$ cat config.mk
export PLATFORM = sky130hd
export DESIGN_NAME = fdrs_back
export DESIGN_NICKNAME = d
export VERILOG_FILES = /design/src/rtl/fdrs_pkg.sv /design/src/rtl/fdrs_back.sv
export SDC_FILE = /design/constraint.sdc
export NUM_CORES = 1
export LEC_CHECK = 0
export BUFFER_PORTS_ARGS = -buffer_cell sky130_fd_sc_hd__buf_2
export CAP_MARGIN = 25
export CELL_PAD_IN_SITES_DETAIL_PLACEMENT = 0
export CELL_PAD_IN_SITES_GLOBAL_PLACEMENT = 1
export CORE_ASPECT_RATIO = 0.75
export CORE_MARGIN = 2
export CORE_UTILIZATION = 40
export CTS_CLUSTER_DIAMETER = 50
export DETAILED_ROUTE_END_ITERATION = 10
export PLACE_DENSITY_LB_ADDON = 0.3
export SETUP_SLACK_MARGIN = 0.3
export SYNTH_ARGS = -nofsm -noshare
export SYNTH_HDL_FRONTEND = slang
export SYNTH_SLANG_ARGS = --single-unit
$ cat constraint.sdc
create_clock -name i_clk -period 2.6 [get_ports i_clk]
set_input_delay 0.39 -clock i_clk [delete_from_list [all_inputs] [get_ports i_clk]]
set_output_delay 0.39 -clock i_clk [all_outputs]
set_load 0.03 [all_outputs]
$ cat src/rtl/fdrs_pkg.sv
`default_nettype none

package fdrs_pkg;

    localparam int FDRS_FRAME_WIDTH  = 160;
    localparam int FDRS_FRAME_HEIGHT = 80;
    localparam int FDRS_QUEUE_DEPTH  = 4;

    localparam int FDRS_PIXEL_W = 16;
    localparam int FDRS_ROW_W   = 7;

    localparam logic FDRS_CMD_PIXEL      = 1'b0;
    localparam logic FDRS_CMD_INVALIDATE = 1'b1;

    // one completed row, as seen by the strip builder
    typedef struct packed {
        logic                  dirty;
        logic                  frame_end;
        logic                  full;
        logic [FDRS_ROW_W-1:0] row;
    } t_row_evt;

endpackage

`default_nettype wire

$ cat src/rtl/fdrs_back.sv
`default_nettype none

module fdrs_back import fdrs_pkg::*; #(
    parameter int FRAME_HEIGHT = FDRS_FRAME_HEIGHT
) (
    input  wire logic                  i_clk,
    input  wire logic                  i_rst_n,
    input  wire logic                  i_q_valid,
    input  wire t_row_evt              i_evt,
    output logic                       o_pop,
    output logic                       o_valid,
    input  wire logic                  i_stall,
    output logic [FDRS_ROW_W-1:0]      o_region_top,
    output logic [FDRS_ROW_W-1:0]      o_region_rows,
    output logic                       o_full_screen
);

    logic                  r_open;
    logic [FDRS_ROW_W-1:0] r_start;
    logic                  r_out_valid;
    logic [FDRS_ROW_W-1:0] r_top;
    logic [FDRS_ROW_W-1:0] r_rows;
    logic                  r_full;

    logic                  out_free;
    logic [FDRS_ROW_W-1:0] start;
    logic                  res_valid;
    logic [FDRS_ROW_W-1:0] res_top;
    logic [FDRS_ROW_W-1:0] res_rows;
    logic                  res_full;
    logic                  n_open;

    assign out_free = !r_out_valid || !i_stall;
    assign o_pop    = i_q_valid && out_free;
    assign start    = r_open ? r_start : i_evt.row;

    always_comb begin
        res_valid = 1'b0;
        res_top   = start;
        res_rows  = i_evt.row + 1'b1 - start;
        res_full  = 1'b0;
        n_open    = r_open;
        if (i_evt.full) begin
            if (i_evt.frame_end) begin
                res_valid = 1'b1;
                res_top   = '0;
                res_rows  = FDRS_ROW_W'(FRAME_HEIGHT);
                res_full  = 1'b1;
            end
        end else if (i_evt.dirty) begin
            n_open = 1'b1;
            if (i_evt.frame_end) begin
                res_valid = 1'b1;
            end
        end else if (r_open) begin
            res_valid = 1'b1;
            res_rows  = i_evt.row - r_start;
            n_open    = 1'b0;
        end
        if (i_evt.frame_end) begin
            n_open = 1'b0;
        end
    end

    always_ff @(posedge i_clk) begin
        if (!i_rst_n) begin
            r_open      <= 1'b0;
            r_out_valid <= 1'b0;
        end else begin
            if (o_pop) begin
                r_open <= n_open;
            end
            if (out_free) begin
                r_out_valid <= o_pop && res_valid;
            end
        end
    end

    always_ff @(posedge i_clk) begin
        if (o_pop) begin
            r_start <= start;
        end
        if (o_pop && res_valid) begin
            r_top  <= res_top;
            r_rows <= res_rows;
            r_full <= res_full;
        end
    end

    assign o_valid       = r_out_valid;
    assign o_region_top  = r_top;
    assign o_region_rows = r_rows;
    assign o_full_screen = r_full;

endmodule

`default_nettype wire

==> metrics.md <==
| Metric | Value |
|---|---|
| Fin crit period | 2270 ps |
| Io pins | 31 |
| DR pass1 iterations | 4 |
| Initial antenna violation count | 0 |
| Die area | 4580 µm² |
| FF-to-FF path depth | 9 |
| Finished Cell Area | 2180 µm² |
| Layout Nets | 229 |
| Slowest library cell on the worst path | dfxtp_4 |
| Via density | 4.98 |
| DRC Markers | 0 |
| Worst path arrival time | 2290 ps |
| Cell Rows | 20 |
| Seq/Total Area, Yosys | 0.432 |
| WL met2 | 1650 µm |
| Syn_area_per_cell | 10.5 µm² |
| Leak | 0.887 nW |
| Met3 wire len | 201 µm |
| Worst hold path class | input port to register |
| Root buffer cell | clkbuf_8 |
| Final clock skew | 2.09 ps |
| Post-route ant nets | 0 |
| CTS buffer count | 3 |
| Die width | 77.5 µm |
| Vias | 1244 |
| Crit path cell chain | buf_4 > mux2i_4 > ha_4 > ha_4 > o21ai_1 > o21bai_1 > a21oi_2 > xnor2_2 > a211oi_2 |
| Core area | 3980 µm² |
| PD cells | 488 nW/µm² |
| Peak supply drop | 0.000298 V |
| CTS sink count | 24 |
| TNS Setup | 0 ps |
| Share of cells above drive strength 1 | 0.385 |
| Top cell type's share of synthesized area | 0.408 |
| EDFF count, synth | 22 |
| Register bit total from synthesis | 24 |
| TritonCTS clock tree | done |
| Max FO, Critical Path | 8 |
| Die Ht | 59.1 µm |
| Final worst slack | 332 ps |
| Post-Route WL | 3700 µm |
| Antenna Cells | 0 |
| Max layer used | met4 |
| Slew margin rel. | 0.789 |
| Tcrit/Tclk final | 0.872 |
| Finish-stage setup viols | 0 |
| Synth Instances | 154 |
| Area leader, netlist | edfxtp_1 |
| Worst setup path class | register to register |
| Status | finished clean |
| Starting density of the core | 0.407 |
| Total Routing Usage GR | 0.170 |
| Post-synth cell types | 39 |
| DP HPWL | 2610 µm |
| Req. time, crit path | 2620 ps |
| Worst-margin pin slew | 317 ps |
| DR WL/cell | 14.8 µm |
| I/O Buffers | 30 |
| Crit path launch type | register |
| Largest stage delay on the critical path | 470 ps |
| Clk buf depth | 2 |
| Max Clk Rate | 0.441 GHz |
| Mapped Nets | 187 |
| Skew-Pair Late Insertion Delay | 270 ps |
| FFs w/ async S/R, synth | 0 |
| Clk slew on worst S/H paths | 90 ps |
| Mapped cell area | 1620 µm² |
| Placed insts | 239 |
| Worst setup EP type | register |
| FF-to-FF setup slack | 330 ps |
| DR iter-0 viols | 56 |
| First-pass GRT wire length | 5930 µm |
| YS warnings | 0 |
| RSZ-0062 raised after global routing | yes |
| Area Growth Syn to Fin | 34.4% |
| CTS Hold Bufs | 0 |
| WL met1 | 1820 µm |
| Final number of max-transition violations | 0 |
| Worst hold path cell count | 2 |
| Vias in the first global route | 1258 |
| Dpl ws | 36.2 ps |
| Largest net degree at the start of global routing | 16 |
| CTS H-tree lvls | 1 |
| Area after DPL | 1850 µm² |
| Placer Congestion | 0.832 |
| Max Cap Viol | 0 |
| Top cells by area, synth | edfxtp_1, ha_1, inv_1 |
| Commonest register cell after synthesis | edfxtp_1 |
| Final hold violation count | 0 |
| Total gr overflow | 0 |
| Fin cells | 250 |
| Most common cell on crit path | ha_4 |
[Yosys cell counts, types with 3 or more instances]
library cell / count
a211oi_1: 5
a21oi_1: 7
buf_2: 3
edfxtp_1: 22
ha_1: 17
inv_1: 17
mux2i_1: 6
nand2_1: 9
nand3_1: 3
nor2_1: 13
nor2b_1: 4
o21ai_0: 10
xnor2_1: 3
xor2_1: 3
[per-layer routing]
layer  global-route usage  vias up
met1                0.227      586
met4               0.0383        0
met3               0.0457        4
met5                    0        -
met2                0.282       29
li1                     -      625
[registers in the layout (all words and copies together) (netlist names)]
signal	cells
o_region_top	7
o_full_screen	1
r_start	7
r_open	1
o_region_rows	7
o_valid	1
[through the flow]
stage               hold slack (ps)   util  power (mW)
floorplan                       518      -       0.665
detailed placement              527  0.464       0.735
global placement                512  0.464       0.730
global route                    357  0.547        1.12
CTS                             349  0.489        1.01
finish                          347  0.547        1.06
[where the power goes]
group	internal (mW)	switching (mW)
logic	0.154	0.179
registers	0.453	0.0114
clock network	0.136	0.130
[kinds of logic after synthesis]
kind of cell             synth area share
AND/OR/NAND/NOR                     0.136
multiplexers                       0.0440
adder cells (fa/ha/maj)             0.156
flip-flops                          0.432
buffers and inverters              0.0533
AO/OA/AOI/OAI                       0.136
XOR/XNOR                           0.0425
[critical path, delay by kind of cell (launching register included)]
| kind | cells | cell delay, ps |
|---|---|---|
| mux | 1 | 260 |
| compound gates | 4 | 490 |
| flops | 1 | 470 |
| fa+ha+maj | 2 | 500 |
| buf+inv | 1 | 160 |
| xor+xnor | 1 | 130 |
[worst paths after layout]
| kind | start | end |
|---|---|---|
| max | r_open | o_region_rows[6] |
| min reg2reg | o_valid | o_valid |
| max reg2reg | r_open | o_region_rows[6] |
| min | i_rst_n | o_valid |
[timing repair]
action,4_1_cts,5_1_grt
gates resized for setup,6,27
pin swaps,0,12
setup endpoints to repair,4,3
buffers inserted,2,5
[cells in the final DEF, fill, tap and decap left out, types with 2 or more instances in the layout]
cell type,instances
xor2_1,3
buf_2,30
nand3_1,3
mux2i_4,4
nand2_1,8
edfxtp_1,22
a21oi_1,5
nor2_1,13
a211oi_1,4
a21oi_2,4
buf_4,9
a211oi_2,2
ha_1,8
nand2b_1,2
ha_4,9
o21ai_0,7
o21ai_1,3
inv_1,16
a21o_1,2
nor3_1,2
xnor2_1,2
xnor2_2,2
and2_1,2
nor2b_1,4
clkbuf_8,4
[area by class of cell]
class,count,area [µm²]
clock buffers,4,55.1
inverters,17,63.8
fillers,350,1800
well taps,55,68.8
flip-flops and latches,24,704
repair buffers,41,249
multi-input cells,109,1040
(Power assumes the default switching activity.)
