**src/rtl/fdrs_pkg.sv**
```systemverilog
`default_nettype none

package fdrs_pkg;

    localparam int FDRS_FRAME_WIDTH  = 160;
    localparam int FDRS_FRAME_HEIGHT = 80;
    localparam int FDRS_QUEUE_DEPTH  = 4;

    localparam int FDRS_PIXEL_W = 16;
    localparam int FDRS_ROW_W   = 7;

    localparam logic FDRS_CMD_PIXEL      = 1'b0;
    localparam logic FDRS_CMD_INVALIDATE = 1'b1;

    // one completed row, as seen by the strip builder
    typedef struct packed {
        logic                  dirty;
        logic                  frame_end;
        logic                  full;
        logic [FDRS_ROW_W-1:0] row;
    } t_row_evt;

endpackage

`default_nettype wire

```
**src/rtl/fdrs_queue.sv**
```systemverilog
`default_nettype none

module fdrs_queue import fdrs_pkg::*; #(
    parameter int Q_DEPTH = FDRS_QUEUE_DEPTH,
    localparam int CNT_W  = $clog2(Q_DEPTH + 1)
) (
    input  wire logic       i_clk,
    input  wire logic       i_rst_n,
    input  wire logic       i_push,
    input  wire t_row_evt   i_evt,
    input  wire logic       i_pop,
    output logic            o_valid,
    output t_row_evt        o_evt,
    output logic [CNT_W-1:0] o_count
);

    localparam int PTR_W = (Q_DEPTH > 1) ? $clog2(Q_DEPTH) : 1;

    t_row_evt         r_buf [Q_DEPTH];
    logic [PTR_W-1:0] r_wr;
    logic [PTR_W-1:0] r_rd;
    logic [CNT_W-1:0] r_count;

    logic do_pop;

    assign o_valid = (r_count != '0);
    assign o_evt   = r_buf[r_rd];
    assign o_count = r_count;
    assign do_pop  = i_pop && o_valid;

    always_ff @(posedge i_clk) begin
        if (!i_rst_n) begin
            r_wr    <= '0;
            r_rd    <= '0;
            r_count <= '0;
        end else begin
            if (i_push) begin
                r_wr <= (r_wr == PTR_W'(Q_DEPTH - 1)) ? '0 : r_wr + 1'b1;
            end
            if (do_pop) begin
                r_rd <= (r_rd == PTR_W'(Q_DEPTH - 1)) ? '0 : r_rd + 1'b1;
            end
            if (i_push && !do_pop) begin
                r_count <= r_count + 1'b1;
            end else if (!i_push && do_pop) begin
                r_count <= r_count - 1'b1;
            end
        end
    end

    always_ff @(posedge i_clk) begin
        if (i_push) begin
            r_buf[r_wr] <= i_evt;
        end
    end

endmodule

`default_nettype wire

```
**config.mk**
```make
export PLATFORM = sky130hd
export DESIGN_NAME = fdrs_queue
export DESIGN_NICKNAME = d
export VERILOG_FILES = /design/src/rtl/fdrs_pkg.sv /design/src/rtl/fdrs_queue.sv
export SDC_FILE = /design/constraint.sdc
export NUM_CORES = 1
export LEC_CHECK = 0
export ABC_AREA = 1
export BUFFER_PORTS_ARGS = -buffer_cell sky130_fd_sc_hd__buf_2
export CAP_MARGIN = 15
export CORE_MARGIN = 2
export CORE_UTILIZATION = 25
export CTS_CLUSTER_DIAMETER = 30
export DETAILED_ROUTE_END_ITERATION = 8
export SETUP_SLACK_MARGIN = 0.02
export SLEW_MARGIN = 40
export SYNTH_ARGS = -nofsm -noshare
export SYNTH_HDL_FRONTEND = slang
export SYNTH_SLANG_ARGS = --single-unit
```
**constraint.sdc**
```tcl
create_clock -name i_clk -period 2.35 [get_ports i_clk]
set_clock_uncertainty 0.15 [all_clocks]
set_input_delay 0 -clock i_clk [delete_from_list [all_inputs] [get_ports i_clk]]
set_output_delay 0 -clock i_clk [all_outputs]
set_load 0.01 [all_outputs]
```
==> summary.txt, run 1 <==
Run status
  • Status: finished, final reports clean

CTS
  • # resized after CTS: 0
  • Root Buffer: clkbuf_8
  • Hold_buf cts: 13
  • Post-CTS setup buffers: 0
  • H-tree depth: 2
  • Clock latency on the worst-skew pair: 0.29 ns
  • CTS Sinks: 49
  • CTS tree: built
  • Clk slew on worst S/H paths: around 0.080 ns
  • Clk buf depth: 2
  • CTS buffer count: 5

Detailed routing
  • DRT Pass-1 Iters: 4
  • DR vias/cell: 4.111
  • Post-route DRC: 0
  • 1st-iter DRT viols: 28
  • Routed vias: 1258
  • Routed WL: 3718 um
  • Routed Antenna Nets: 0
  • Routed len/inst: 12.15 um

Global route
  • Overflow after GRT: 0
  • Largest net degree at the start of global routing: 21
  • Initial antenna violation count: 0
  • Total GRT Usage: 9.519%
  • Vias in the first global route: 1295
  • First-pass GRT wire length: 6127 um

STA
  • Slew headroom: 68.32%
  • Hold_ws: 0.3046 ns
  • Final count of hold timing violations: 0
  • Max Slew Vio Count: 0
  • Crit path time final: approximately 1.9 ns
  • Final period utilization: 79.28%
  • Fmax: between 0.5 and 0.6 GHz
  • # setup viols final: 0
  • Setup TNS: 0 ns
  • Worst slew pin tran: 0.4747 ns
  • RSZ-0062 raised after global routing: no

Floorplanning
  • Core box area: between 7000 and 8000 um2
  • Die X: 93.04 um
  • Die Ht: 93.04 um
  • Die ar.: about 8700 um2
  • # rows: 32
  • Initial core utilization: 25.78%
  • I/O Pins: 28

Yosys
  • Asr flop ratio synth: 0%
  • Register area share after synthesis: between 60 and 70%
  • Syn nets: 181
  • Mapped Area: 1982 um2
  • Post-synth EDFFs: 40
  • Synth area leaders: edfxtp_1 61%, dfxtp_1 9.1%, nor2_1 5.3%
  • Synth Register Bits: 49
  • Mean Syn Cell Area: 12.39 um2
  • Synth unique cells: 22
  • Ys flop type: edfxtp_1
  • Synthesis Warnings: 0
  • Mapped Cells: between 150 and 200
  • Synth top cells by count: 40 x edfxtp_1, 28 x nor2_1, 20 x o21ai_1
  • Count leader, synth: edfxtp_1
  • Cell taking the most area after synthesis: edfxtp_1
  • Top cell type's share of synthesized area: 60.61%

Final layout
  • Share of cells above drive strength 1: 21.08%
  • Fill cells: 801
  • Seq. cell area: 1381 um2
  • Area of the multi-input gates: 491.7 um2
  • Area delta synth->final: 22.10%
  • ANT cells: 0
  • Final nets: ~220

Setup path
  • CP Buf/Inv Count: 1
  • Worst path cell trace: nor2_2 > nand2_2 > nand2_2 > ha_1 > inv_1 > fa_1 > o21ai_0 > nor2_1
  • CP Launch Type: register
  • Worst-path fanout max: 4
  • Crit path max-delay cell type: dfxtp_1
  • Data arrival time at the worst-slack endpoint: 1.91 ns
  • Setup CP Type: register to register
  • Cell family with most CP delay: adder cells
  • Crit. End Element: register
  • CP max stage delay: approximately 0.45 ns
  • Worst Path Required: between 2 and 2.5 ns
  • Critical Path Most Common Cell: nand2_2

Placement
  • Hpwl dp: 2483 um
  • Routability Congestion: 0.6890
  • PortBufs: 27

Pwr
  • VDD IR-drop max: ~0.23 mV
  • P per Cell Area: ~940 nW/um2
  • Static leakage power: 0.9403 nW

Run
  • Max-cap violations: 0

Hold path
  • Hold crit path type: input port to register
-- path summary, 6_finish.rpt --
| path | start | to | slack (ns) | cells past startpoint |
|---|---|---|---|---|
| min reg2reg | r_rd[1]$_SDFFE_PN0P_ | register | 0.38 | 2 |
| min | i_evt[7] | r_buf[1][7]$_DFFE_PP_ | 0.30 | 2 |
| max | o_count[0]$_SDFFE_PN0P_ | o_count[1]$_SDFFE_PN0P_ | 0.49 | 8 |
| max reg2reg | o_count[0]$_SDFFE_PN0P_ | o_count[1]$_SDFFE_PN0P_ | 0.49 | 8 |
-- cell families after synthesis --
family                   count (synthesis)  share of synthesized area [%]
adder cells (fa/ha/maj)                  7                          4.798
XOR/XNOR                                 1                         0.4420
buffers and inverters                   21                          5.493
flip-flops                              49                          69.70
AO/OA/AOI/OAI                           35                          9.470
AND/OR/NAND/NOR                         47                          10.10
-- cell type report --
| class | instances | share of cell area (%) |
|---|---|---|
| clock buffer | 5 | 2.844 |
| sequential | 49 | 57.08 |
| clock inverter | 3 | 0.7239 |
| timing repair buffer | 41 | 11.27 |
| tap | 102 | 5.274 |
| multi-input combinational | 90 | 20.32 |
| inverter | 16 | 2.482 |
-- sequential cells by signal, indices dropped and copies added, names as in the netlist, named ones only --
register	flops
r_wr	2
r_buf	40
r_rd	2
o_count	3
-- through the flow --
stage                     total power, mW  cells  utilization [%]  setup slack [ns]  area [um2]
after detailed placement            1.832    285            28.66            0.5086        2203
after global placement              1.807    285            28.66            0.5872        2203
after floorplan                     1.602    160                -            0.5593        1982
after CTS                           2.321    306            31.48            0.4753        2420
after global routing                2.456    306            31.48            0.3348        2420
final                               2.285    306            31.48            0.4870        2420
-- metal layers --
| metal | GRT usage, % | share of wire [%] | up-vias | routed length, um |
|---|---|---|---|---|
| met3 | 3.626 | 4.8 | 6 | 178 |
| li1 | - | - | 645 | - |
| met1 | 10.52 | 43 | 582 | 1612 |
| met5 | 0 | 0 | - | 0 |
| met2 | 16.43 | 50 | 25 | 1856 |
| met4 | 3.922 | 1.9 | 0 | 71 |
-- where the power goes --
| part | internal, mW | leakage, nW | switching [mW] |
|---|---|---|---|
| Sequential | 1.02 | 0.442 | 0.0874 |
| Clock | 0.206 | 0.0455 | 0.264 |
| Combinational | 0.286 | 0.453 | 0.421 |
-- layout by cell type (no fill, tap or decap), drive strengths merged --
cell type    instances
o22ai               10
inv                 16
nor2                30
nand4                1
buf                 28
clkinv               3
ha                   6
fa                   1
a21oi                3
xor2                 1
nand3b               1
clkbuf               5
nand3                1
nor3                 1
edfxtp              40
dlygate4sd3         13
dfxtp                9
nand2               13
o21ai               22
Power figures use the tool's default switching activity.
==> run 2, diff against run 1 <==
==> constraint.sdc (replaced) <==
create_clock -name i_clk -period 1.85 [get_ports i_clk]
set_clock_uncertainty 0.15 [all_clocks]
set_input_delay 0 -clock i_clk [delete_from_list [all_inputs] [get_ports i_clk]]
set_output_delay 0 -clock i_clk [all_outputs]
set_load 0.01 [all_outputs]
==> summary.txt, run 2 (synthesis results as in run 1) <==
Final layout
  • Most frequent cells in the layout: 40 x edfxtp_1, 28 x nor2_1, 27 x buf_2
  • Commonest non-fill, non-tap cell in the layout: edfxtp_1
  • Share of cells above drive strength 1: 27.40% (+6.3 points)
  • Finished Core Util: 32.37% (+0.90 points)
  • Final nets: 229 (+2.2%)
  • Biggest register: r_buf
  • Area delta synth->final: 25.57%
  • Fin area: 2489 um2 (+2.8%)
  • Final std cells w/o fill: 310 (+1.3%)
  • Max reg flops: 40 (unchanged)
  • ANT cells: 0 (unchanged)

STA
  • Final Worst Setup Slack: 0.1093 ns (-0.3776 ns)
  • Crit path time final: 1.741 ns (-0.1224 ns)
  • # setup viols final: 0 (unchanged)
  • Setup TNS: 0 ns (unchanged)
  • Worst slew pin tran: 0.4559 ns (-0.01882 ns)
  • Fmax: 0.5745 GHz (+7.0%)
  • Final count of hold timing violations: 0 (unchanged)
  • Final period utilization: 94.09% (+15 points)
  • Slew headroom: 69.57% (+1.3 points)
  • Max Slew Vio Count: 0 (unchanged)
  • RSZ-0062 raised after global routing: yes
  • Hold_ws: 0.3010 ns (-0.003578 ns)

Global route
  • Overflow after GRT: 0 (unchanged)
  • Initial antenna violation count: 0 (unchanged)
  • Largest net degree at the start of global routing: 21 (unchanged)
  • Total GRT Usage: 8.931% (-0.59 points)
  • Vias in the first global route: 1299 (+0.31%)
  • First-pass GRT wire length: 5892 um (-3.8%)

CTS
  • Root Buffer: clkbuf_8
  • H-tree depth: 2 (unchanged)
  • Clk slew on worst S/H paths: 0.09 ns (about the same)
  • Clk buf depth: 2 (unchanged)
  • CTS Sinks: 49 (unchanged)
  • CTS buffer count: 5 (unchanged)
  • Clock latency on the worst-skew pair: 0.29 ns (about the same)
  • CTS tree: built

Placement
  • Hpwl dp: 2479 um (-0.14%)
  • Placed cells: 289 (+1.4%)
  • PortBufs: 27 (unchanged)
  • Routability Congestion: 0.6863 (-0.39%)
  • Setup WS pre-CTS: 0.08897 ns (-0.4196 ns)
  • Dpl cell area: 2233 um2 (+1.4%)

Setup path
  • CP Launch Type: register
  • Crit. End Element: register
  • Worst-path fanout max: 4 (unchanged)
  • Setup CP Type: register to register
  • Worst Path Required: 1.90 ns (-0.50 ns)
  • Data arrival time at the worst-slack endpoint: 1.79 ns (-0.12 ns)

Floorplanning
  • I/O Pins: 28 (unchanged)
  • Initial core utilization: 25.78% (unchanged)
  • Die Ht: 93.04 um (unchanged)
  • Core box area: 7687 um2 (unchanged)
  • Die X: 93.04 um (unchanged)
  • Die ar.: 8656 um2 (unchanged)
  • # rows: 32 (unchanged)

Pwr
  • Static leakage power: 0.9713 nW (+3.3%)
  • VDD IR-drop max: 0.4008 mV (+77%)
  • P per Cell Area: 1213 nW/um2 (+28%)
  • Tot Pwr: 3.018 mW (+32%)

Detailed routing
  • Routed WL: 3709 um (-0.24%)
  • DR vias/cell: 4.106 (-0.11%)
  • Post-route DRC: 0 (unchanged)
  • DRT Pass-1 Iters: 4 (unchanged)
  • Routed vias: 1273 (+1.2%)
  • 1st-iter DRT viols: 69 (+150%)
  • Routed Antenna Nets: 0 (unchanged)
  • Routed len/inst: 11.96 um (-1.5%)

Run status
  • Status: finished, final reports clean

Run
  • Max-cap violations: 0 (unchanged)

Hold path
  • Hold crit path type: input port to register
-- run 2: cell count changes in the layout (fill, tap and decap cells not counted), moves of 2 or more --
cell,delta
dfxtp_2,+2
dfxtp_1,-2
inv_1,-2
buf_4,+5
nand2_1,-2
-- run 2: worst paths after layout --
| check | start | to | cells past startpoint | slack [ns] |
|---|---|---|---|---|
| max | o_count[0]$_SDFFE_PN0P_ | o_count[2]$_SDFFE_PN0P_ | 12 | 0.11 |
| min reg2reg | r_rd[1]$_SDFFE_PN0P_ | register | 2 | 0.38 |
| max reg2reg | o_count[0]$_SDFFE_PN0P_ | o_count[2]$_SDFFE_PN0P_ | 12 | 0.11 |
| min | i_evt[4] | r_buf[1][4]$_DFFE_PP_ | 2 | 0.30 |
-- run 2: worst max-delay path, cell delays in order, from the launching register on --
cell and delay, ns:
dfxtp_2 0.33, nor2_2 0.10, nand2_2 0.10, nand2_4 0.09
ha_4 0.15, inv_4 0.04, fa_2 0.37, inv_2 0.06
nand2_2 0.05, nand3_2 0.07, nand2_1 0.05, inv_1 0.04
nor2_1 0.03
-- run 2: layout make-up --
class,count,area [um2]
Clock buffer,5,68.82
Clock inverter,2,13.76
Fill cell,807,5199
Inverter,16,62.56
Multi-Input combinational cell,90,521.8
Sequential cell,49,1384
Tap cell,102,127.6
Timing Repair Buffer,46,310.3
-- run 2: what timing repair did --
item,4_1_cts,5_1_grt
endpoints found under the hold margin,49,0
setup endpoints to repair,0,2
resized for setup,0,13
hold buffers,13,0
setup buffers,0,1
-- run 2: metal layers --
layer	share of wire, %	GRT usage (%)	up-vias
li1	-	-	653
met1	43	9.891	592
met2	50	15.94	24
met3	5.6	3.384	4
met4	0.92	2.574	0
met5	0	0	-
-- run 2: power by group --
part	internal, mW	switching, mW	leakage (nW)	total, mW
clock	0.261	0.334	0.0444	0.595
sequential	1.30	0.0687	0.443	1.37
combinational	0.441	0.613	0.484	1.05
==> run 3, diff against run 2 <==
==> constraint.sdc (replaced) <==
create_clock -name i_clk -period 1.85 [get_ports i_clk]
set_clock_uncertainty 0.15 [all_clocks]
set_input_delay 0 -clock i_clk [delete_from_list [all_inputs] [get_ports i_clk]]
set_output_delay 0 -clock i_clk [all_outputs]
set_load 0.005 [all_outputs]
==> summary.txt, run 3 (synthesis results as in run 1) <==
CTS
  • CTS Sinks: 49 (unchanged)
  • Clock latency on the worst-skew pair: 0.30 ns (about the same)
  • CTS tree: built
  • H-tree depth: 2 (unchanged)
  • Clk buf depth: 2 (unchanged)
  • Root Buffer: clkbuf_8
  • CTS buffer count: 5 (unchanged)
  • Clk slew on worst S/H paths: 0.08 ns (about the same)

Final layout
  • Area delta synth->final: 26.26%
  • Final nets: 231 (+0.87%)
  • Final std cells w/o fill: 313 (+0.97%)
  • Commonest non-fill, non-tap cell in the layout: edfxtp_1
  • Biggest register: r_buf
  • Max reg flops: 40 (unchanged)
  • Most frequent cells in the layout: 40 x edfxtp_1, 27 x nor2_1, 27 x buf_2
  • Share of cells above drive strength 1: 27.01% (-0.39 points)
  • ANT cells: 0 (unchanged)

Global route
  • Initial antenna violation count: 0 (unchanged)
  • Largest net degree at the start of global routing: 21 (unchanged)
  • Overflow after GRT: 0 (unchanged)
  • Total GRT Usage: 9.246% (+0.31 points)
  • Vias in the first global route: 1275 (-1.8%)
  • First-pass GRT wire length: 5996 um (+1.8%)

Floorplanning
  • Core box area: 7687 um2 (unchanged)
  • Die Ht: 93.04 um (unchanged)
  • I/O Pins: 28 (unchanged)
  • Initial core utilization: 25.78% (unchanged)
  • Die ar.: 8656 um2 (unchanged)
  • Die X: 93.04 um (unchanged)
  • # rows: 32 (unchanged)

Run status
  • Status: finished, final reports clean

STA
  • Final count of hold timing violations: 0 (unchanged)
  • RSZ-0062 raised after global routing: yes
  • Worst slew pin tran: 0.4578 ns (+0.001940 ns)
  • # setup viols final: 0 (unchanged)
  • Slew headroom: 69.44% (-0.13 points)
  • Final Worst Setup Slack: 0.05795 ns (-0.05140 ns)
  • Max Slew Vio Count: 0 (unchanged)
  • Setup TNS: 0 ns (unchanged)
  • Final period utilization: 96.87% (+2.8 points)
  • Fmax: 0.5580 GHz (-2.9%)
  • Crit path time final: 1.792 ns (+0.05140 ns)

Pwr
  • VDD IR-drop max: 0.3422 mV (-15%)
  • Static leakage power: 0.9690 nW (-0.24%)
  • P per Cell Area: 1195 nW/um2 (-1.5%)

Setup path
  • Worst-path fanout max: 4 (unchanged)
  • Worst Path Required: 1.90 ns (about the same)
  • Setup CP Type: register to register
  • Data arrival time at the worst-slack endpoint: 1.84 ns (+0.05 ns)
  • CP Launch Type: register
  • Crit. End Element: register

Detailed routing
  • Post-route DRC: 0 (unchanged)
  • Routed Antenna Nets: 0 (unchanged)
  • DRT Pass-1 Iters: 4 (unchanged)
  • 1st-iter DRT viols: 37 (-46%)
  • Routed len/inst: 11.82 um (-1.2%)
  • Routed WL: 3699 um (-0.27%)
  • DR vias/cell: 4.026 (-2.0%)
  • Routed vias: 1260 (-1.0%)

Placement
  • Routability Congestion: 0.6550 (-4.6%)
  • Hpwl dp: 2413 um (-2.7%)
  • Placed cells: 288 (-0.35%)
  • Setup WS pre-CTS: 0.01515 ns (-0.07382 ns)
  • PortBufs: 27 (unchanged)

Hold path
  • Hold crit path type: input port to register

Run
  • Max-cap violations: 0 (unchanged)
## run 3: path summary, 6_finish.rpt
path | startpoint | endpoint | slack, ns | depth (start not counted)
setup reg to reg | o_count[1]$_SDFFE_PN0P_ | o_count[2]$_SDFFE_PN0P_ | 0.06 | 12
setup / recovery | o_count[1]$_SDFFE_PN0P_ | o_count[2]$_SDFFE_PN0P_ | 0.06 | 12
hold / removal | i_evt[4] | r_buf[3][4]$_DFFE_PP_ | 0.29 | 2
hold reg to reg | r_wr[1]$_SDFFE_PN0P_ | r_wr[1]$_SDFFE_PN0P_ | 0.39 | 2
## run 3: through the flow
step | utilization, % | power, mW | instance area (um2) | hold slack (ns)
after global placement | 28.96 | 2.259 | 2226 | 0.06775
after global routing | 32.55 | 3.210 | 2502 | 0.3035
after floorplan | - | 1.972 | 1982 | -0.05113
final | 32.55 | 2.990 | 2502 | 0.2950
after CTS | 31.79 | 2.910 | 2444 | 0.2915
after detailed placement | 28.96 | 2.283 | 2226 | 0.07051
## run 3: layout make-up
type | count | area [um2]
clock inverter | 1 | 7.507
multi-input combinational | 90 | 516.7
fill | 793 | 5185
sequential | 49 | 1386
inverter | 16 | 62.56
clock buffer | 7 | 76.32
tap | 102 | 127.6
timing repair buffer | 48 | 325.3
## run 3: what timing repair did
action / in CTS / in global routing
gates resized for setup: 2 / 11
setup endpoints to repair: 1 / 2
hold endpoints to repair: 49 / 0
pin swaps: 0 / 9
setup buffers: 0 / 4
hold buffers: 13 / 0
## run 3: per-layer routing
metal	share of wire (%)	vias to the layer above	global-route usage, %
li1	-	657	-
met1	45	577	11.04
met2	48	20	15.16
met3	5.3	6	2.901
met4	1.8	0	4.412
met5	0	-	0
## run 3: worst max-delay path: stages, from the launching register on
cell and delay (ns):
dfxtp_4 0.37, nor2_4 0.08, nand2_2 0.08, nand2_2 0.11, ha_4 0.16, inv_4 0.04
fa_2 0.36, inv_1 0.07, nand2_1 0.06, nand3_1 0.07, nand2_1 0.07, inv_2 0.05
nor2_2 0.03
## run 3: where the power goes
group | total [mW] | switching, mW | internal [mW]
clock | 0.600 | 0.332 | 0.268
combinational | 1.00 | 0.540 | 0.461
sequential | 1.39 | 0.0837 | 1.30
